**src/hw/rtl/sgpf_pkg.sv**
```systemverilog
// ============================================================================
// sgpf_pkg: shared types and constants of the softened gravity pair force unit
// Field widths, pipeline depths and the queue entry that the front hands over.
// ============================================================================
package sgpf_pkg;

  localparam int COORD_W   = 32;
  localparam int MASS_W    = 32;
  localparam int CFG_W     = 32;
  localparam int CFG_IDX_W = 1;
  localparam int MAG_W     = 33;              // |other - self| needs one more bit
  localparam int SQ_W      = 66;              // dx*dx + dy*dy
  localparam int DEN_W     = 67;              // s + softening, shifted
  localparam int PROD_W    = 64;              // G * self_mass
  localparam int NUM_W     = 96;              // G * self_mass * other_mass
  localparam int FQ_QW     = 78;              // quotient bits below the clamp
  localparam int FQ_W      = FQ_QW + 1;       // scalar force, clamped at 2^78
  localparam int ISQ_IN_W  = 98;              // s with 32 extra fraction bits
  localparam int ROOT_W    = ISQ_IN_W / 2;    // distance, 49 bits
  localparam int U_SHIFT   = 46;
  localparam int UNUM_W    = MAG_W + U_SHIFT; // unit numerator
  localparam int U_QW      = 31;
  localparam int UNIT_BITS = 30;
  localparam int CHUNK_W   = 27;
  localparam int PP_W      = CHUNK_W + U_QW;  // one partial product
  localparam int ACC_W     = 112;
  localparam int PX_W      = ACC_W - UNIT_BITS;
  localparam int FORCE_W   = 48;

  localparam int FQ_LAT    = FQ_QW + 1;
  localparam int SQ_LAT    = ROOT_W + 1;
  localparam int U_LAT     = U_QW + 1;
  localparam int ALIGN     = SQ_LAT + U_LAT;
  localparam int FQ_PAD    = ALIGN - FQ_LAT;
  localparam int PIPE_N    = 3 + ALIGN + 4;

  localparam int QDEPTH    = 4;
  localparam int QPTR_W    = 2;
  localparam int QCNT_W    = 3;

  localparam logic [CFG_W-1:0]   GRAVITY_RESET = 32'd65536;
  localparam logic [CFG_W-1:0]   SOFTEN_RESET  = 32'd59;
  localparam logic [FORCE_W-1:0] FORCE_POS_MAX = 48'h7FFF_FFFF_FFFF;
  localparam logic [FORCE_W-1:0] FORCE_NEG_MAG = 48'h8000_0000_0000;
  localparam logic [U_QW-1:0]    UNIT_ONE      = 31'h4000_0000;

  typedef enum logic [CFG_IDX_W-1:0] {
    REG_GRAVITY = 1'b0,
    REG_SOFTEN  = 1'b1
  } cfg_reg_t;

  typedef struct packed {
    logic [MAG_W-1:0]  adx;
    logic [MAG_W-1:0]  ady;
    logic              negx;
    logic              negy;
    logic              coinc;
    logic [MASS_W-1:0] m1;
    logic [MASS_W-1:0] m2;
  } item_t;

  typedef struct packed {
    logic full;
    logic empty;
  } qstat_t;

endpackage

```
**src/hw/rtl/sgpf_front.sv**
```systemverilog
// ============================================================================
// sgpf_front: input stage
// Takes a body pair, forms the separation magnitudes and signs, flags coincidence.
// ============================================================================
module sgpf_front (
  input  logic                                in_valid,
  output logic                                in_stall,
  input  logic signed [sgpf_pkg::COORD_W-1:0] self_x,
  input  logic signed [sgpf_pkg::COORD_W-1:0] self_y,
  input  logic        [sgpf_pkg::MASS_W-1:0]  self_mass,
  input  logic signed [sgpf_pkg::COORD_W-1:0] other_x,
  input  logic signed [sgpf_pkg::COORD_W-1:0] other_y,
  input  logic        [sgpf_pkg::MASS_W-1:0]  other_mass,
  input  sgpf_pkg::qstat_t                    qstat,
  output logic                                push,
  output sgpf_pkg::item_t                     item
);

  logic signed [sgpf_pkg::MAG_W-1:0] dx;
  logic signed [sgpf_pkg::MAG_W-1:0] dy;

  assign dx = sgpf_pkg::MAG_W'(other_x) - sgpf_pkg::MAG_W'(self_x);
  assign dy = sgpf_pkg::MAG_W'(other_y) - sgpf_pkg::MAG_W'(self_y);

  always_comb begin
    item.negx  = dx[sgpf_pkg::MAG_W-1];
    item.negy  = dy[sgpf_pkg::MAG_W-1];
    item.adx   = item.negx ? -dx : dx;
    item.ady   = item.negy ? -dy : dy;
    item.coinc = (dx == '0) && (dy == '0);
    item.m1    = self_mass;
    item.m2    = other_mass;
  end

  assign in_stall = qstat.full;
  assign push     = in_valid && !qstat.full;

endmodule

```
**config.mk**
```make
export PLATFORM = sky130hd
export DESIGN_NAME = sgpf_front
export DESIGN_NICKNAME = d
export VERILOG_FILES = /design/src/hw/rtl/sgpf_pkg.sv /design/src/hw/rtl/sgpf_front.sv
export SDC_FILE = /design/constraint.sdc
export NUM_CORES = 1
export LEC_CHECK = 0
export ABC_AREA = 1
export BUFFER_PORTS_ARGS = -buffer_cell sky130_fd_sc_hd__buf_2
export CAP_MARGIN = 20
export CORE_AREA = 2 2 128 130
export DETAILED_ROUTE_END_ITERATION = 10
export DIE_AREA = 0 0 130 132
export GPL_TIMING_DRIVEN = 0
export PLACE_DENSITY = 0.79
export SLEW_MARGIN = 15
export SYNTH_ARGS = -nofsm -noshare
export SYNTH_HDL_FRONTEND = slang
export SYNTH_SLANG_ARGS = --single-unit
export TNS_END_PERCENT = 100
```
**constraint.sdc**
```tcl
create_clock -name vclk -period 4.09
set_clock_uncertainty 0.05 [all_clocks]
set_input_delay 0.2045 -clock vclk [all_inputs]
set_output_delay 0.2045 -clock vclk [all_outputs]
set_load 0.03 [all_outputs]
```
---- Yosys cells after proc, flatten, opt, wreduce, memory -nomap -nowiden ----
Cells that the tools add are included.
Widths: inputs -> output; s select.
operators by class
  bitwise operators ....................... 0
  order comparisons ....................... 0
  reductions and logical operators ........ 5
  multipliers ............................. 0
  add/sub/neg operators ................... 4
  divide/modulo/power cells ............... 0
  eq/ne operators ......................... 0
  shift operators ......................... 0
  muxes and demuxes ....................... 2
operators by type and width
  kind               count
  $logic_not 33->1   2
  $mux 33            2
  $neg 33->33        2
  $sub 32x32->33     2
  $logic_and 1x1->1  2
  $logic_not 1->1    1
word-level totals
  logic and storage cells ................. 11
  latch bits .............................. 0
  RAM bits ................................ 0
  output and inout port bits .............. 135
  bits in registers ....................... 0
  bits of input ports ..................... 195
  memories kept ........................... 0
  bits in read-only memories .............. 0

---- Depth between registers and ports, before layout ----
Gate-level depths: netlist (run 1).
  depth in word-level cells ............... 3
  depth in mapped cells ................... 22

---- Worst setup path after synthesis (run 1) ----
Ideal clock, no wire load.
  path type ............................... input to output
  start ................................... input other_x[0] in the netlist's numbering
  end ..................................... output item[101] in the netlist's numbering
  data arrival time ....................... 2.630 ns
  data required time ...................... 3.836 ns
  stages .................................. 17
  path slack .............................. 1.206 ns
  cells stage by stage .................... inv_1 > ha_1 > fa_1 > inv_1 > nand2_2 > nand2_2 > nand3_1 > nand2_1 > nand2_1 > nand2_1 > nand4_1 > nand2_1 > nand2_1 > nand2_2 > inv_4 > buf_4 > o21ai_0
RTL lines
  item                line              source
  start: declaration  sgpf_front.sv:11  input logic signed [sgpf_pkg::COORD_W-1:0] other_x,
  end: declaration    sgpf_front.sv:16  output sgpf_pkg::item_t item

==> impl_summary.log, run 1 <==
[metrics] remaining routing DRC violations: 0
[metrics] # IOs: 330
[metrics] Seq cells: 0
[metrics] number of maximum-capacitance violations: 0
[metrics] Critical Path End Type: primary output
[metrics] count of nets after finishing: 2,126
[metrics] static leakage: between 6 and 7 nW
[metrics] global-route track usage on met3: 1.83%
[metrics] Tightest Pin Transition: 0.387 ns
[metrics] port buffer count: around 270
[metrics] fraction of final layout cells sized beyond drive strength 1: 21.9%
[metrics] category of the worst setup path launch point: primary input
[metrics] outcome: finished clean
[metrics] setup_tns: 0 ns
[metrics] mean cell area of the mapped netlist: 4.87 um^2
[metrics] count of distinct cell types in the synthesized netlist: 37
[metrics] antenna violations before repair: 0
[metrics] all-layer global routing usage: 28.4%
[metrics] placeable core region: 15,700 um^2
[metrics] average wire length per cell after detail routing: 12.2 um
[metrics] Initial DRT Pass Iterations: 6
[metrics] sequential share of the synthesized area: 0%
[metrics] commonest cells after routing, fill and taps aside: 598 x sky130_fd_sc_hd__nand2_1, 328 x sky130_fd_sc_hd__inv_1, 267 x sky130_fd_sc_hd__buf_2, 138 x sky130_fd_sc_hd__nor2_1, 130 x sky130_fd_sc_hd__nand3_1
[metrics] most heavily used metal layer in global routing: met2
[metrics] class of the tightest hold or removal check: in -> out
[metrics] unrepaired setup endpoints after global routing: no
[metrics] routability-driven placement congestion ratio: 0.978
[metrics] number of cells upsized or downsized after cts: 0
[metrics] maximum operating frequency: 0.305 GHz
[metrics] HPWL after DPL: 22.8 mm
[metrics] required time worst endpoint: 3.84 ns
[metrics] number of hold buffers added after CTS: 0
[metrics] instance count of the mapped netlist: 1,594
[metrics] count of antenna-violating nets left after detailed routing: 0
[metrics] number of global-route vias before repair: 9,184
[metrics] final-layout clock buffer total: 0
[metrics] post-synth net total: roughly 1,900
[metrics] met2 usage in global routing: 52.2%
[metrics] total routed wirelength: 25.2 mm
[metrics] placement row count: 46
[metrics] met1 Resource Use GR: roughly 36%
[metrics] worst hold slack: between 0.6 and 0.7 ns
[metrics] wire length of the first global-routing pass: ~40 mm
[metrics] total count of max-transition violations in the final report: 0
[metrics] area occupied by registers: 0 um^2
[metrics] number of buffers inserted to repair setup after CTS: 0
[metrics] total power per unit cell area: 240 nW/um^2
[metrics] Diodes inserted: 0
[metrics] CP Data Arrival Time: 3.03 ns
[metrics] classification of the worst setup path: in -> out
[metrics] Starting Density: 49.4%
[metrics] Die Footprint: roughly 17,000 um^2
[metrics] synthesized area: 7770 um^2
[metrics] width of the die: 130 um
[metrics] number of hold violations in the final report: 0
[metrics] worst relative slew slack: between 70% and 80%
[metrics] Setup-failing EPs final: 0
[metrics] final critical-path share of the clock period: 80.3%
[metrics] chip height: 132 um
[metrics] mean number of vias per cell: 4.86
[metrics] highest net fanout along the worst path: 4
[metrics] iteration-0 DRC count of the detailed router: 548
[metrics] detailed-route via count: 10,100
[metrics] maximum vdd drop: approximately 0.15 mV
[metrics] global-route congestion overflow total: 0
[metrics] most common cell after layout, fill and taps aside: sky130_fd_sc_hd__nand2_1
[metrics] largest net degree at the start of global routing: 11
[metrics] synth warn: 0
[metrics] post-layout min period: 3.28 ns
[metrics] P&R area growth vs syn: 20.6%
## metal layers
layer | share of wire (%) | wire length, um
met2 | 48 | 12100
met4 | 2.4 | 613
met3 | 6.2 | 1550
met5 | 0 | 0
met1 | 43 | 10900
## worst paths after layout
kind,start,end,slack [ns],cells past startpoint
max,self_x[0],item[64],0.81,21
min,other_mass[8],item[8],0.61,2
## cell usage after synthesis (3+ instances only)
cell / count / area [um^2]
sky130_fd_sc_hd__a21oi_1: 55 / 275
sky130_fd_sc_hd__and2_1: 4 / 25.0
sky130_fd_sc_hd__buf_4: 67 / 503
sky130_fd_sc_hd__ha_1: 68 / 851
sky130_fd_sc_hd__inv_1: 328 / 1230
sky130_fd_sc_hd__inv_2: 7 / 26.3
sky130_fd_sc_hd__nand2_1: 598 / 2240
sky130_fd_sc_hd__nand2_2: 36 / 225
sky130_fd_sc_hd__nand3_1: 130 / 651
sky130_fd_sc_hd__nand3_2: 3 / 30.0
sky130_fd_sc_hd__nand3b_1: 18 / 135
sky130_fd_sc_hd__nand4_1: 13 / 81.3
sky130_fd_sc_hd__nor2_1: 138 / 518
sky130_fd_sc_hd__nor2_2: 17 / 106
sky130_fd_sc_hd__nor3_1: 15 / 75.1
sky130_fd_sc_hd__nor4_1: 3 / 18.8
sky130_fd_sc_hd__o21ai_0: 17 / 85.1
sky130_fd_sc_hd__o21bai_1: 4 / 30.0
sky130_fd_sc_hd__xnor2_1: 15 / 131
sky130_fd_sc_hd__xor2_1: 34 / 298
## final cells by class
class / instances / area (um^2)
timing repair buffer: 265 / 1330
buffer: 71 / 536
tap: 216 / 270
fill: 1730 / 6350
multi-input combinational: 1187 / 5970
inverter: 336 / 1260
## through the flow
step           total power, W  worst slack, ns  utilization, %  cells  cell area, um^2
3_3_place_gp          0.00222            0.915            59.6   2075             9370
6_report              0.00225            0.808            59.6   2075             9370
3_5_place_dp          0.00224            0.874            59.6   2075             9370
4_1_cts               0.00224            0.871            59.6   2075             9370
5_1_grt               0.00247            0.513            59.6   2075             9370
2_1_floorplan         0.00164             1.21               -   1594             7770
## cells by family after synthesis
kind of cell / synth area share (%)
XOR/XNOR: 5.52
buffers and inverters: 23.2
adder cells (fa/ha/maj): 11.5
AO/OA/AOI/OAI: 6.28
AND/OR/NAND/NOR: 53.6
## worst max-delay path: stages
cell and delay (ns):
sky130_fd_sc_hd__buf_2 0.11, sky130_fd_sc_hd__ha_1 0.21, sky130_fd_sc_hd__fa_1 0.38, sky130_fd_sc_hd__inv_1 0.13, sky130_fd_sc_hd__nand2_2 0.09, sky130_fd_sc_hd__nand2_2 0.12
sky130_fd_sc_hd__nand3_1 0.10, sky130_fd_sc_hd__nand2_1 0.12, sky130_fd_sc_hd__nand2_1 0.09, sky130_fd_sc_hd__nand2_1 0.16, sky130_fd_sc_hd__nand3_1 0.11, sky130_fd_sc_hd__nand2_1 0.07
sky130_fd_sc_hd__nand2_1 0.04, sky130_fd_sc_hd__nand2_1 0.13, sky130_fd_sc_hd__nand2_1 0.09, sky130_fd_sc_hd__inv_1 0.08, sky130_fd_sc_hd__nand3_1 0.08, sky130_fd_sc_hd__nor2_1 0.20
sky130_fd_sc_hd__nand3_1 0.17, sky130_fd_sc_hd__nor2_1 0.12, sky130_fd_sc_hd__buf_2 0.20
## power breakdown
part	leakage (nW)	switching [W]	internal (W)
logic	6.20	0.00155	0.000696
clock network	0	0	0
registers	0	0	0
(Power assumes the default switching activity.)
==> run 2: changes to the inputs <==
==> constraint.sdc (replaced) <==
create_clock -name vclk -period 3.4
set_clock_uncertainty 0.05 [all_clocks]
set_input_delay 0.17 -clock vclk [all_inputs]
set_output_delay 0.17 -clock vclk [all_outputs]
set_load 0.03 [all_outputs]
==> impl_summary.log, run 2 (synthesis gave the netlist of run 1 again) <==
[metrics] maximum operating frequency: between 0.3 and 0.4 GHz
[metrics] unrepaired setup endpoints after global routing: no
[metrics] routability-driven placement congestion ratio: 0.978 (unchanged)
[metrics] commonest cells after routing, fill and taps aside: 596 x sky130_fd_sc_hd__nand2_1, 328 x sky130_fd_sc_hd__inv_1, 265 x sky130_fd_sc_hd__buf_2, 137 x sky130_fd_sc_hd__nor2_1, 130 x sky130_fd_sc_hd__nand3_1
[metrics] number of hold violations in the final report: 0 (unchanged)
[metrics] met1 Resource Use GR: 35.7% (unchanged)
[metrics] worst relative slew slack: 74.2% (+0.20 points)
[metrics] number of global-route vias before repair: 9,184 (unchanged)
[metrics] Starting Density: 49.4% (unchanged)
[metrics] Critical Path End Type: primary output
[metrics] Initial DRT Pass Iterations: 5 (-1)
[metrics] total routed wirelength: 25.2 mm (-0.12%)
[metrics] iteration-0 DRC count of the detailed router: 653 (+19%)
[metrics] mean number of vias per cell: 4.87 (+0.20%)
[metrics] total power per unit cell area: 289 nW/um^2 (+20%)
[metrics] antenna violations before repair: 0 (unchanged)
[metrics] port buffer count: 265 (unchanged)
[metrics] number of maximum-capacitance violations: 0 (unchanged)
[metrics] static leakage: 6.20 nW (about the same)
[metrics] Final Total Pwr: 0.00271 W (+21%)
[metrics] most common cell after layout, fill and taps aside: sky130_fd_sc_hd__nand2_1
[metrics] Diodes inserted: 0 (unchanged)
[metrics] maximum vdd drop: 0.180 mV (+20%)
[metrics] fraction of final layout cells sized beyond drive strength 1: 22.2% (+0.22 points)
[metrics] met2 usage in global routing: 52.2% (unchanged)
[metrics] highest net fanout along the worst path: 5 (+1)
[metrics] count of antenna-violating nets left after detailed routing: 0 (unchanged)
[metrics] P&R area growth vs syn: 20.8%
[metrics] all-layer global routing usage: 28.4% (unchanged)
[metrics] wire length of the first global-routing pass: 40.8 mm (unchanged)
[metrics] HPWL after DPL: 22.8 mm (unchanged)
[metrics] total count of max-transition violations in the final report: 0 (unchanged)
[metrics] largest net degree at the start of global routing: 11 (unchanged)
[metrics] placement row count: 46 (unchanged)
[metrics] global-route track usage on met3: 1.83% (unchanged)
[metrics] Setup-failing EPs final: 0 (unchanged)
[metrics] final-layout clock buffer total: 0 (unchanged)
[metrics] remaining routing DRC violations: 0 (unchanged)
[metrics] area occupied by registers: 0 um^2 (unchanged)
[metrics] Tightest Pin Transition: 0.384 ns (-0.00294 ns)
[metrics] placeable core region: 15,700 um^2 (unchanged)
[metrics] # IOs: 330 (unchanged)
[metrics] classification of the worst setup path: in -> out
[metrics] chip height: 132 um (unchanged)
[metrics] Die Footprint: 17,200 um^2 (unchanged)
[metrics] Seq cells: 0 (unchanged)
[metrics] setup_tns: 0 ns (unchanged)
[metrics] detailed-route via count: 10,100 (+0.20%)
[metrics] outcome: finished clean
[metrics] final critical-path share of the clock period: 91.7%
[metrics] most heavily used metal layer in global routing: met2
[metrics] category of the worst setup path launch point: primary input
[metrics] number of hold buffers added after CTS: 0 (unchanged)
[metrics] global-route congestion overflow total: 0 (unchanged)
[metrics] width of the die: 130 um (unchanged)
[metrics] CP Data Arrival Time: 2.90 ns (-0.13 ns)
[metrics] average wire length per cell after detail routing: 12.1 um (-0.12%)
[metrics] class of the tightest hold or removal check: in -> out
[metrics] required time worst endpoint: 3.18 ns (-0.66 ns)
[metrics] post-layout min period: 3.12 ns
[metrics] count of nets after finishing: 2,126 (unchanged)
[metrics] worst hold slack: 0.540 ns (-0.0690 ns)
-- run 2: cell types whose count changed in the layout (fill, tap and decap cells not counted), sizes merged --
cell / change
buf: -2
clkbuf: +2
-- run 2: final timing paths --
kind | startpoint | to | slack (ns) | cells after the start
worst max-delay path | self_x[0] | item[122] | 0.28 | 15
worst min-delay path | other_mass[8] | item[8] | 0.54 | 2
-- run 2: area by class of cell --
| cell class | count | area (um^2) |
|---|---|---|
| well taps | 216 | 270 |
| plain buffers | 71 | 536 |
| inverters | 336 | 1260 |
| multi-input cells | 1187 | 5980 |
| repair buffers | 265 | 1330 |
| fillers | 1725 | 6330 |
-- run 2: power by group --
group | switching, W | leakage (nW) | total (W) | internal [W]
Sequential | 0 | 0 | 0 | 0
Clock | 0 | 0 | 0 | 0
Combinational | 0.00187 | 6.20 | 0.00271 | 0.000841
Total | 0.00187 | 6.20 | 0.00271 | 0.000841
-- run 2: per-layer routing --
metal	vias to the layer above	part of all wire, %
met5	-	0
met4	0	2.4
met3	50	6.7
met2	397	48
met1	4351	43
li1	5307	-
-- run 2: critical path, cell delays in order --
cell and delay [ns]:
sky130_fd_sc_hd__buf_2 0.11, sky130_fd_sc_hd__ha_1 0.21, sky130_fd_sc_hd__fa_1 0.52, sky130_fd_sc_hd__ha_1 0.18, sky130_fd_sc_hd__a21boi_0 0.17, sky130_fd_sc_hd__nand3_1 0.13
sky130_fd_sc_hd__nor2_1 0.10, sky130_fd_sc_hd__nand2_1 0.09, sky130_fd_sc_hd__nor2_2 0.15, sky130_fd_sc_hd__nand2_2 0.08, sky130_fd_sc_hd__nor2_4 0.13, sky130_fd_sc_hd__nand3_4 0.10
sky130_fd_sc_hd__o21ai_4 0.20, sky130_fd_sc_hd__xor2_1 0.29, sky130_fd_sc_hd__buf_2 0.26
-- run 2: timing repair --
item	CTS	global route
endpoints found under the setup margin	0	3
buffers inserted	0	0
endpoints found under the hold margin	0	0
resized for setup	0	6
-- run 2: through the flow --
stage	cell area, um^2	util, %	std cells	setup WS [ns]
6_report	9390	59.7	2075	0.281
3_3_place_gp	9370	59.6	2075	0.294
3_5_place_dp	9370	59.6	2075	0.253
5_1_grt	9390	59.7	2075	0.00720
4_1_cts	9370	59.6	2075	0.250
2_1_floorplan	7770	-	1594	0.585
