**config.mk**
```make
export PLATFORM = sky130hd
export DESIGN_NAME = sgpf_queue
export DESIGN_NICKNAME = d
export VERILOG_FILES = /design/src/hw/rtl/sgpf_pkg.sv /design/src/hw/rtl/sgpf_queue.sv
export SDC_FILE = /design/constraint.sdc
export NUM_CORES = 1
export LEC_CHECK = 0
export BUFFER_PORTS_ARGS = -buffer_cell sky130_fd_sc_hd__buf_2
export CAP_MARGIN = 20
export CORE_MARGIN = 4
export CORE_UTILIZATION = 38
export CTS_CLUSTER_SIZE = 40
export DETAILED_ROUTE_END_ITERATION = 8
export PLACE_DENSITY = 0.6
export SKIP_CTS_REPAIR_TIMING = 1
export SLEW_MARGIN = 10
export SYNTH_ARGS = -nofsm -noshare
export SYNTH_HDL_FRONTEND = slang
export SYNTH_SLANG_ARGS = --single-unit
export TNS_END_PERCENT = 20
```
**constraint.sdc**
```tcl
create_clock -name clk -period 10.1 [get_ports clk]
set_clock_uncertainty 0.15 [all_clocks]
set_input_delay 2.525 -clock clk [delete_from_list [all_inputs] [get_ports clk]]
set_output_delay 2.525 -clock clk [all_outputs]
set_load 0.02 [all_outputs]
```
**src/hw/rtl/sgpf_pkg.sv**
```systemverilog
// ============================================================================
// sgpf_pkg: shared types and constants of the softened gravity pair force unit
// Field widths, pipeline depths and the queue entry that the front hands over.
// ============================================================================
package sgpf_pkg;

  localparam int COORD_W   = 32;
  localparam int MASS_W    = 32;
  localparam int CFG_W     = 32;
  localparam int CFG_IDX_W = 1;
  localparam int MAG_W     = 33;              // |other - self| needs one more bit
  localparam int SQ_W      = 66;              // dx*dx + dy*dy
  localparam int DEN_W     = 67;              // s + softening, shifted
  localparam int PROD_W    = 64;              // G * self_mass
  localparam int NUM_W     = 96;              // G * self_mass * other_mass
  localparam int FQ_QW     = 78;              // quotient bits below the clamp
  localparam int FQ_W      = FQ_QW + 1;       // scalar force, clamped at 2^78
  localparam int ISQ_IN_W  = 98;              // s with 32 extra fraction bits
  localparam int ROOT_W    = ISQ_IN_W / 2;    // distance, 49 bits
  localparam int U_SHIFT   = 46;
  localparam int UNUM_W    = MAG_W + U_SHIFT; // unit numerator
  localparam int U_QW      = 31;
  localparam int UNIT_BITS = 30;
  localparam int CHUNK_W   = 27;
  localparam int PP_W      = CHUNK_W + U_QW;  // one partial product
  localparam int ACC_W     = 112;
  localparam int PX_W      = ACC_W - UNIT_BITS;
  localparam int FORCE_W   = 48;

  localparam int FQ_LAT    = FQ_QW + 1;
  localparam int SQ_LAT    = ROOT_W + 1;
  localparam int U_LAT     = U_QW + 1;
  localparam int ALIGN     = SQ_LAT + U_LAT;
  localparam int FQ_PAD    = ALIGN - FQ_LAT;
  localparam int PIPE_N    = 3 + ALIGN + 4;

  localparam int QDEPTH    = 4;
  localparam int QPTR_W    = 2;
  localparam int QCNT_W    = 3;

  localparam logic [CFG_W-1:0]   GRAVITY_RESET = 32'd65536;
  localparam logic [CFG_W-1:0]   SOFTEN_RESET  = 32'd59;
  localparam logic [FORCE_W-1:0] FORCE_POS_MAX = 48'h7FFF_FFFF_FFFF;
  localparam logic [FORCE_W-1:0] FORCE_NEG_MAG = 48'h8000_0000_0000;
  localparam logic [U_QW-1:0]    UNIT_ONE      = 31'h4000_0000;

  typedef enum logic [CFG_IDX_W-1:0] {
    REG_GRAVITY = 1'b0,
    REG_SOFTEN  = 1'b1
  } cfg_reg_t;

  typedef struct packed {
    logic [MAG_W-1:0]  adx;
    logic [MAG_W-1:0]  ady;
    logic              negx;
    logic              negy;
    logic              coinc;
    logic [MASS_W-1:0] m1;
    logic [MASS_W-1:0] m2;
  } item_t;

  typedef struct packed {
    logic full;
    logic empty;
  } qstat_t;

endpackage

```
**src/hw/rtl/sgpf_queue.sv**
```systemverilog
// ============================================================================
// sgpf_queue: short queue between front and back
// Lets the front keep taking items while the back holds on a stalled output.
// ============================================================================
module sgpf_queue (
  input  logic            clk,
  input  logic            rst,
  input  logic            push,
  input  sgpf_pkg::item_t wdata,
  input  logic            pop,
  output sgpf_pkg::item_t rdata,
  output sgpf_pkg::qstat_t stat
);

  sgpf_pkg::item_t                   mem [sgpf_pkg::QDEPTH];
  logic [sgpf_pkg::QPTR_W-1:0]       wptr;
  logic [sgpf_pkg::QPTR_W-1:0]       rptr;
  logic [sgpf_pkg::QCNT_W-1:0]       count;

  always_ff @(posedge clk) begin
    if (push) begin
      mem[wptr] <= wdata;
    end
  end

  always_ff @(posedge clk) begin
    if (rst) begin
      wptr  <= '0;
      rptr  <= '0;
      count <= '0;
    end else begin
      if (push) wptr <= wptr + 1'b1;
      if (pop)  rptr <= rptr + 1'b1;
      case ({push, pop})
        2'b10:   count <= count + 1'b1;
        2'b01:   count <= count - 1'b1;
        default: count <= count;
      endcase
    end
  end

  assign rdata      = mem[rptr];
  assign stat.full  = (count == sgpf_pkg::QCNT_W'(sgpf_pkg::QDEPTH));
  assign stat.empty = (count == '0);

endmodule

```
# == Word level (Yosys, flattened, before mapping) ==
# Memory sizes are Yosys's and may differ from the RTL's. A register that Yosys moved wholly into a read port is not among the register bits.
# Cells that the tools add are included.
# totals
elab_cells,18
ramBits,532
output_inout_bits,135
reg_bits,7
n_memories,1
input_bits,137
# classes
n_reduce_logical,2
addsub,4
muxes,5
eq_ne,3
# memory_table
name,words,width,rd,rd_clocked_by_memory_dff,wr,line_no,text
mem,4,133,1,1,1,sgpf_queue.sv:15,sgpf_pkg::item_t mem [sgpf_pkg::QDEPTH];
# op_table
operator,count
one-hot mux 3 bit (2 select lines),1
adder 2 x 1 -> 2 bit (second input constant),2
two-way mux 2 bit,2
adder 3 x 1 -> 3 bit (second input constant),1
== test 3 bit (second input constant),1
logical NOT 3 bit,1
subtractor 3 x 1 -> 3 bit (second input constant),1
== test 2 x 1 -> 1 bit (second input constant),1
== test 2 bit (second input constant),1
two-way mux 1 bit,2
nonzero test 2 bit,1

# == Logic depth before layout (Yosys ltp) ==
# Gate-level depths: netlist of the first run.
# depth
depth_word,3
depth_mapped,7
depth_no_buf,7

# == Worst setup path before layout of the first run ==
# Ideal clock, no wire load.
# synth_path
kind,input -> register
start,in push
end,"mem mem[0][0] (netlist bit), enable pin"
stages,1
n_path_buf,0
setup_slack_ns,3.873
t_arrival_ns,5.569
cell_sequence,and2_1
# synth_via
elab_chain_len,2
# synth_lines
item,line_no,text
from (decl),sgpf_queue.sv:8,"input logic push,"
two-way mux 1 bit,sgpf_queue.sv:21,if (push) begin
two-way mux 1 bit (not written as such),sgpf_queue.sv:22,mem[wptr] <= wdata;
to (decl),sgpf_queue.sv:15,
# Every way passes these cells.

==> results.sh, run 1 <==
export IMPL_status="complete, no violations"
export IMPL_post_route_util=0.463
export IMPL_slowest_stage="dfxtp_4"
export IMPL_yosysSeqAreaShare=0.824
export IMPL_period_share=0.609
export IMPL_slew_viol_final=0
export IMPL_grt_pass1_vias=9301
export IMPL_final_cells=1769
export IMPL_area_growth_synth_to_final_pct=19.5
export IMPL_cp_depth=4
export IMPL_synth_area_per_cell_um2=26.4
export IMPL_setup_violations=0
export IMPL_grt_max_degree=65
export IMPL_dpl_hpwl_mm=23.0
export IMPL_grt_pass1_wl_mm=58.4
export IMPL_crit_buf_inv=3
export IMPL_first_iter_violations=668
export IMPL_reg2reg_from="wptr[0]$_SDFFE_PP0P_"
export IMPL_cts_tree="built"
export IMPL_hold_class="reg2reg"
export IMPL_total_power_uw=5030
export IMPL_rsz0062_at_grt="false"
export IMPL_place_gp_congestion=0.699
export IMPL_vias_per_cell=4.93
export IMPL_htreeDepth=2
export IMPL_crit_path_end_kind="primary output"
export IMPL_rr_worst_depth=3
export IMPL_layout_setup_ws_ns=3.94
export IMPL_wirelength_mm=37.9
export IMPL_drive_above_1_share=0.455
export IMPL_io_pins=272
export IMPL_start_util=0.388
export IMPL_yosys_warnings=0
export IMPL_cp_top_family="buffers and inverters"
export IMPL_grt_use_total=0.136
export IMPL_wire_per_inst_um=21.4
export IMPL_path_common_cell="buf_4"
export IMPL_worst_setup_path_start_kind="register"
export IMPL_netlist_area_um2=19600
export IMPL_root_buffer="clkbuf_16"
export IMPL_max_stage_delay_ns=0.78
export IMPL_final_nets=1195
export IMPL_finalCriticalPeriod_ns=6.16
export IMPL_min_path_cells=2
export IMPL_criticalPathCategory="reg2out"
export IMPL_dp_cells=1667
export IMPL_final_cell_mix="edfxtp_1, buf_2, mux4_2"
export IMPL_ant_nets=0
export IMPL_hold_viol=0
export IMPL_io_buffers=271
export IMPL_antenna_found_initial=7
export IMPL_overflow=0
export IMPL_cts_buffers=55
export IMPL_path_clk_slew_ns=0.06
export IMPL_placementRows=82
export IMPL_cp_arrival_ns=3.48
export IMPL_die_w_um=235
export IMPL_slew_headroom=0.318
export IMPL_cts_sinks=541
export IMPL_netlist_instances=742
export IMPL_min_from="count[2]$_SDFFE_PP0P_"
export IMPL_die_area_um2=55300
export IMPL_crit_required_ns=7.43
export IMPL_drt_pass1_iterations=6
export IMPL_setup_tns_ns=0
export IMPL_ys_ff_latch=541
export IMPL_cap_violations=0
export IMPL_clk_latency_ns=0.57
export IMPL_maxClockFrequency_ghz=0.162
export IMPL_synth_cell_type_count=20
export IMPL_path_cells="buf_4 -> buf_4 -> mux4_2 -> buf_2"
export IMPL_preCtsSetupSlack_ns=4.40
export IMPL_core_um2=50600
export IMPL_layout_commonest_cell="edfxtp_1"
export IMPL_floorplan_die_height_um=235
export IMPL_peakVddDrop_uv=170
export IMPL_power_leakage_uw=0.00779
export IMPL_drcViolationCount=0
export IMPL_synth_net_count=885
export IMPL_worst_slew_pin_slew_ns=1.02
export IMPL_clockBufferDepth=3
export IMPL_critPathMaxFanout=42
export IMPL_p_per_area_nw_per_um2=215
export IMPL_num_vias=8726
==> sequential cells by signal, summed over array words and instances (netlist names), named ones only <==
name	count
count	3
mem	532
rptr	2
wptr	2
==> final cells by class <==
class                   count  area, um2
clock inverters            29        225
well taps                 672        841
diodes                      2       5.00
inverters                   6       22.5
repair buffers            284       1450
multi-input cells         164       3230
flip-flops and latches    541      16200
fillers                  4208      27200
clock buffers              71       1480
==> path summary, 6_finish.rpt <==
check | end | slack, ns
worst max-delay path | rdata[48] | 3.94
worst min-delay path | count[2]$_SDFFE_PP0P_ | 0.36
worst max register to register | mem[1][49]$_DFFE_PP_ | 7.60
worst min register to register | count[2]$_SDFFE_PP0P_ | 0.36
==> power breakdown <==
part	switching [uW]	leakage, uW	total [uW]	internal, uW
Sequential	32.4	0.00496	2610	2580
Clock	795	0.000832	1900	1110
Combinational	311	0.00199	515	204
==> layer usage <==
layer / wire length (um) / track usage
met5: 63 / 0
met4: 768 / 0.0351
met3: 2910 / 0.0507
met2: 17900 / 0.212
met1: 16300 / 0.183
==> cells in the mapped netlist <==
library cell,instances,area share
mux4_2,133,0.15
xnor2_1,2,0.00089
clkbuf_1,7,0.0013
buf_2,15,0.0038
nor3_1,1,0.00026
mux2i_1,1,0.00051
inv_1,6,0.0011
a21oi_1,2,0.00051
fa_1,1,0.0010
o21ai_0,1,0.00026
nor2_1,8,0.0015
and3_1,1,0.00032
edfxtp_1,532,0.81
or3_1,1,0.00032
buf_6,9,0.0052
and2_1,4,0.0013
xor2_1,3,0.0013
nand2_1,1,0.00019
ha_1,5,0.0032
dfxtp_1,9,0.0092
==> metrics by stage <==
stage,area (um2),hold WS [ns]
2_1_floorplan,19600,0.317
3_3_place_gp,21700,0.333
3_5_place_dp,21700,0.349
4_1_cts,23400,0.358
5_1_grt,23400,0.384
6_report,23400,0.363
==> cell families after synthesis <==
group | count (synthesis) | share of synthesized area
multiplexers | 134 | 0.153
AND/OR/NAND/NOR | 16 | 0.00389
buffers and inverters | 37 | 0.0115
AO/OA/AOI/OAI | 3 | 0.000766
adder cells (fa/ha/maj) | 6 | 0.00421
flip-flops | 541 | 0.824
XOR/XNOR | 5 | 0.00223
==> worst reg2reg max path: cells and delay by family, from the launching register on <==
family | cells | cell delay, ns
simple gates | 1 | 0.45
fa+ha+maj | 1 | 0.17
flops | 1 | 0.40
buf+inv | 1 | 0.82
(Power assumes the default switching activity.)
==> run 2: changes to the inputs <==
--- a/config.mk
+++ b/config.mk
@@ -5,6 +5,7 @@
 export SDC_FILE = /design/constraint.sdc
 export NUM_CORES = 1
 export LEC_CHECK = 0
+export ABC_AREA = 1
 export BUFFER_PORTS_ARGS = -buffer_cell sky130_fd_sc_hd__buf_2
 export CAP_MARGIN = 20
 export CORE_MARGIN = 4
==> constraint.sdc (replaced) <==
create_clock -name clk -period 6.2 [get_ports clk]
set_clock_uncertainty 0.15 [all_clocks]
set_input_delay 1.55 -clock clk [delete_from_list [all_inputs] [get_ports clk]]
set_output_delay 1.55 -clock clk [all_outputs]
set_load 0.02 [all_outputs]
==> run 2 against run 1 <==
Sequential power up 62%. Design area up 1.1%. Wire length up 18%. Area after synthesis up 2.9%. Critical endpoint is now rdata[87]. Highest routed layer unchanged.
==> results.sh, run 2 <==
export IMPL_cts_sinks=541
export IMPL_slew_viol_final=0
export IMPL_die_area_um2=56800
export IMPL_ys_ff_latch=541
export IMPL_finalCriticalPeriod_ns=4.55
export IMPL_peakVddDrop_uv=249
export IMPL_io_buffers=271
export IMPL_postSynth_asyncResetShare=0
export IMPL_reg2reg_from="wptr[0]$_SDFFE_PP0P_"
export IMPL_min_path_cells=1
export IMPL_max_stage_delay_ns=0.76
export IMPL_io_pins=272
export IMPL_vias_per_cell=5.08
export IMPL_grt_use_total=0.152
export IMPL_yosys_warnings=0
export IMPL_synth_edff_count=532
export IMPL_setup_tns_ns=0
export IMPL_root_buffer="clkbuf_16"
export IMPL_crit_buf_inv=2
export IMPL_synth_ff_type="edfxtp_1"
export IMPL_netlist_instances=1343
export IMPL_final_cell_mix="edfxtp_1, buf_2, nor2_1"
export IMPL_rsz0062_at_grt="false"
export IMPL_maxClockFrequency_ghz=0.220
export IMPL_placementRows=84
export IMPL_top_regs="mem: 532 flops, count: 3 flops"
export IMPL_synth_cell_type_count=21
export IMPL_cts_buffers=53
export IMPL_clk_latency_ns=0.57
export IMPL_final_nets=1739
export IMPL_cp_top_family="buffers and inverters"
export IMPL_synth_area_per_cell_um2=15.0
export IMPL_status="complete, no violations"
export IMPL_netlist_area_um2=20200
export IMPL_overflow=0
export IMPL_period_share=0.734
export IMPL_worst_setup_path_start_kind="register"
export IMPL_place_gp_congestion=0.722
export IMPL_setup_violations=0
export IMPL_p_per_area_nw_per_um2=340
export IMPL_regMostFlops="mem"
export IMPL_htreeDepth=2
export IMPL_crit_required_ns=4.50
export IMPL_grt_max_degree=128
export IMPL_ant_nets=0
export IMPL_r2r_slack_ns=3.73
export IMPL_cts_tree="built"
export IMPL_slowest_stage="buf_4"
export IMPL_netlist_area_leader_share=0.792
export IMPL_dpl_hpwl_mm=24.8
export IMPL_start_util=0.384
export IMPL_drcViolationCount=0
export IMPL_crit_path_end_kind="primary output"
export IMPL_area_growth_synth_to_final_pct=17.4
export IMPL_r2r_end="mem[2][49]$_DFFE_PP_"
export IMPL_largest_reg_flops=532
export IMPL_synthMostInstantiatedCell="edfxtp_1"
export IMPL_wire_per_inst_um=19.2
export IMPL_path_clk_slew_ns=0.06
export IMPL_worst_slew_pin_slew_ns=0.977
export IMPL_drt_pass1_iterations=5
export IMPL_num_vias=11900
export IMPL_cp_arrival_ns=2.85
export IMPL_synthTopCellsByArea="edfxtp_1, nor2_1, o22ai_1"
export IMPL_die_w_um=238
export IMPL_wirelength_mm=44.8
export IMPL_clockBufferDepth=3
export IMPL_layout_commonest_cell="edfxtp_1"
export IMPL_floorplan_die_height_um=238
export IMPL_critPathMaxFanout=95
export IMPL_cp_depth=4
export IMPL_hold_class="reg2reg"
export IMPL_total_power_uw=8060
export IMPL_first_iter_violations=789
export IMPL_slew_headroom=0.349
export IMPL_dpl_cell_area_um2=22000
export IMPL_grt_pass1_vias=11800
export IMPL_synth_net_count=1486
export IMPL_path_cells="buf_4 -> o21ai_0 -> o22ai_1 -> buf_2"
export IMPL_cap_violations=0
export IMPL_synth_largest_area_cell="edfxtp_1"
export IMPL_antenna_found_initial=12
export IMPL_synth_common_cells="edfxtp_1, nor2_1, o21ai_0, o22ai_1, o21ai_1"
export IMPL_criticalPathCategory="reg2out"
export IMPL_design_area_um2=23700
export IMPL_grt_pass1_wl_mm=68.1
export IMPL_power_leakage_uw=0.00813
export IMPL_rr_worst_depth=5
export IMPL_drive_above_1_share=0.221
export IMPL_core_um2=52600
export IMPL_crit_end="rdata[87]"
export IMPL_hold_viol=0
export IMPL_post_route_util=0.450
export IMPL_yosysSeqAreaShare=0.801
export IMPL_whs_ns=0.300
==> run 2: changes by cell type in the layout (fill, tap and decap cells not counted), moves of 4 or more <==
| cell | previous run | this run |
|---|---|---|
| and2_4 | 4 | 0 |
| mux4_2 | 133 | 0 |
| o21ai_1 | 0 | 117 |
| buf_4 | 13 | 7 |
| clkinv_1 | 11 | 15 |
| o21ai_0 | 1 | 155 |
| o22ai_1 | 0 | 133 |
| buf_12 | 0 | 6 |
| inv_1 | 6 | 12 |
| nand2_1 | 1 | 9 |
| nor2_1 | 8 | 269 |
| inv_6 | 0 | 6 |
==> run 2: power by group <==
group          total (uW)  leakage, uW  internal [uW]  switching [uW]
sequential           4230      0.00496           4180            45.8
combinational         796      0.00236            228             568
clock                3030     0.000810           1740            1290
total                8060      0.00813           6150            1900
==> run 2: layout make-up <==
| type | count | area [um2] |
|---|---|---|
| fillers | 4691 | 28900 |
| flip-flops and latches | 541 | 16200 |
| multi-input cells | 698 | 3370 |
| repair buffers | 284 | 1530 |
| clock buffers | 67 | 1420 |
| well taps | 688 | 861 |
| clock inverters | 31 | 219 |
| inverters | 18 | 97.6 |
| diodes | 5 | 12.5 |
==> run 2: cell families after synthesis <==
family,after synthesis,share of synthesized area
flops,541,0.801
compound gates,410,0.110
simple gates,282,0.0528
buf+inv,104,0.0318
fa+ha+maj,6,0.00410
==> run 2: metrics by stage <==
step | worst slack (ns) | std cells
after floorplan | 1.42 | 1343
after global placement | 2.20 | 2229
after detailed placement | 2.18 | 2229
after CTS | 1.54 | 2327
after global routing | 1.41 | 2330
final | 1.65 | 2332
==> run 2: how the worst min path moves through the flow <==
stage / start / to
2_1_floorplan: rptr[1]$_SDFFE_PP0P_ / register
3_3_place_gp: rptr[1]$_SDFFE_PP0P_ / register
3_5_place_dp: rptr[1]$_SDFFE_PP0P_ / register
4_1_cts: rptr[1]$_SDFFE_PP0P_ / register
5_1_grt: rptr[1]$_SDFFE_PP0P_ / register
6_report: rptr[1]$_SDFFE_PP0P_ / register
==> run 2: routing by layer <==
| metal | wire [um] | vias to the layer above | global-route usage |
|---|---|---|---|
| li1 | - | 5602 | - |
| met1 | 19100 | 5891 | 0.197 |
| met2 | 21700 | 270 | 0.252 |
| met3 | 3110 | 79 | 0.0447 |
| met4 | 874 | 14 | 0.0449 |
| met5 | 98 | - | 0 |
==> run 2: worst register-to-register path, stage by stage (launching register included) <==
cell,delay [ns]
dfxtp_1,0.33
inv_1,0.11
ha_1,0.15
nand2_1,0.10
inv_6,0.66
buf_4,0.59
==> run 3: changes to the inputs <==
--- a/config.mk
+++ b/config.mk
@@ -12,7 +12,7 @@
 export CORE_UTILIZATION = 38
 export CTS_CLUSTER_SIZE = 40
 export DETAILED_ROUTE_END_ITERATION = 8
-export PLACE_DENSITY = 0.6
+export PLACE_DENSITY = 0.62
 export SKIP_CTS_REPAIR_TIMING = 1
 export SLEW_MARGIN = 10
 export SYNTH_ARGS = -nofsm -noshare
==> constraint.sdc (replaced) <==
create_clock -name clk -period 3.7 [get_ports clk]
set_clock_uncertainty 0.15 [all_clocks]
set_input_delay 0.925 -clock clk [delete_from_list [all_inputs] [get_ports clk]]
set_output_delay 0.925 -clock clk [all_outputs]
set_load 0.02 [all_outputs]
==> run 3 against run 2 <==
Highest routed layer unchanged. Critical endpoint is now rdata[78]. Combinational power rose by 77%. First-iteration DRC count rose by 17%. Clock power up 83%. Largest cell class unchanged.
==> results.sh, run 3 (synthesis gave the netlist of run 2 again) <==
export IMPL_cts_sinks=541
export IMPL_floorplan_die_height_um=238
export IMPL_final_nets=1767
export IMPL_total_power_uw=14000
export IMPL_cp_arrival_ns=2.27
export IMPL_die_w_um=238
export IMPL_grt_use_total=0.159
export IMPL_final_cell_mix="edfxtp_1, buf_2, nor2_1"
export IMPL_rsz0062_at_grt="false"
export IMPL_post_route_util=0.460
export IMPL_wire_per_inst_um=19.7
export IMPL_nFillCells=4614
export IMPL_finalCriticalPeriod_ns=3.35
export IMPL_grt_max_degree=135
export IMPL_period_share=0.905
export IMPL_drt_pass1_iterations=5
export IMPL_hold_class="reg2reg"
export IMPL_slew_headroom=0.554
export IMPL_cts_tree="built"
export IMPL_top_regs="mem: 532 flops, count: 3 flops"
export IMPL_cap_violations=0
export IMPL_htreeDepth=2
export IMPL_cts_buffers=57
export IMPL_status="complete, no violations"
export IMPL_power_leakage_uw=0.00837
export IMPL_crit_path_end_kind="primary output"
export IMPL_overflow=0
export IMPL_layout_commonest_cell="edfxtp_1"
export IMPL_antenna_found_initial=8
export IMPL_wirelength_mm=46.5
export IMPL_clockBufferDepth=3
export IMPL_layout_setup_ws_ns=0.351
export IMPL_place_gp_congestion=0.760
export IMPL_clk_latency_ns=0.58
export IMPL_drive_above_1_share=0.234
export IMPL_placementRows=84
export IMPL_io_pins=272
export IMPL_root_buffer="clkbuf_16"
export IMPL_criticalPathCategory="reg2out"
export IMPL_start_util=0.384
export IMPL_area_growth_synth_to_final_pct=20.0
export IMPL_num_vias=12100
export IMPL_worst_setup_path_start_kind="register"
export IMPL_p_per_area_nw_per_um2=581
export IMPL_io_buffers=271
export IMPL_preCtsSetupSlack_ns=0.905
export IMPL_path_clk_slew_ns=0.06
export IMPL_first_iter_violations=925
export IMPL_crit_required_ns=2.62
export IMPL_die_area_um2=56800
export IMPL_largest_reg_flops=532
export IMPL_core_um2=52600
export IMPL_setup_violations=0
export IMPL_grt_pass1_wl_mm=70.8
export IMPL_setup_tns_ns=0
export IMPL_worst_slew_pin_slew_ns=0.668
export IMPL_hold_viol=0
export IMPL_vias_per_cell=5.13
export IMPL_critPathMaxFanout=97
export IMPL_drcViolationCount=0
export IMPL_regMostFlops="mem"
export IMPL_ant_nets=0
export IMPL_peakVddDrop_uv=410
export IMPL_dpl_hpwl_mm=26.6
export IMPL_maxClockFrequency_ghz=0.299
export IMPL_grt_pass1_vias=12100
export IMPL_slew_viol_final=0
[run 3: critical path, cell delays in order (launching register included)]
cell and delay [ns]:
dfxtp_4 0.38, inv_8 0.47, buf_12 0.27, nor2_1 0.06, o22ai_1 0.25, buf_2 0.21
[run 3: worst paths after layout]
check	start	endpoint	slack [ns]	cells past startpoint
max	register	rdata[78]	0.35	5
min	rptr[1]$_SDFFE_PP0P_	register	0.29	1
max reg2reg	wptr[1]$_SDFFE_PP0P_	mem[1][100]$_DFFE_PP_	1.72	5
min reg2reg	rptr[1]$_SDFFE_PP0P_	register	0.29	1
[run 3: power by group]
| group | internal, uW | switching (uW) |
|---|---|---|
| registers | 7010 | 62.6 |
| logic | 422 | 987 |
| clock network | 3330 | 2230 |
[run 3: layout make-up]
class,instances,area [um2],area share
Inverter,18,96.3,0.00398
Timing Repair Buffer,308,1870,0.0774
Sequential cell,541,16200,0.668
Tap cell,688,861,0.0356
Multi-Input combinational cell,698,3370,0.139
Clock inverter,24,273,0.0113
Clock buffer,79,1550,0.0641
Antenna cell,3,7.51,0.000310
[run 3: routing by layer]
| layer | track usage | vias to the layer above | share of wire |
|---|---|---|---|
| met5 | 0 | - | 0.0015 |
| met1 | 0.211 | 6031 | 0.42 |
| met2 | 0.263 | 305 | 0.49 |
| met3 | 0.0422 | 73 | 0.072 |
| met4 | 0.0445 | 12 | 0.019 |
| li1 | - | 5669 | - |
[run 3: metrics by stage]
stage          instances  instance area, um2  hold slack [ns]
4_1_cts             2356               24200            0.286
3_5_place_dp        2253               22400            0.275
3_3_place_gp        2253               22400            0.271
5_1_grt             2357               24200            0.313
6_report            2359               24200            0.287
2_1_floorplan       1343               20200            0.262
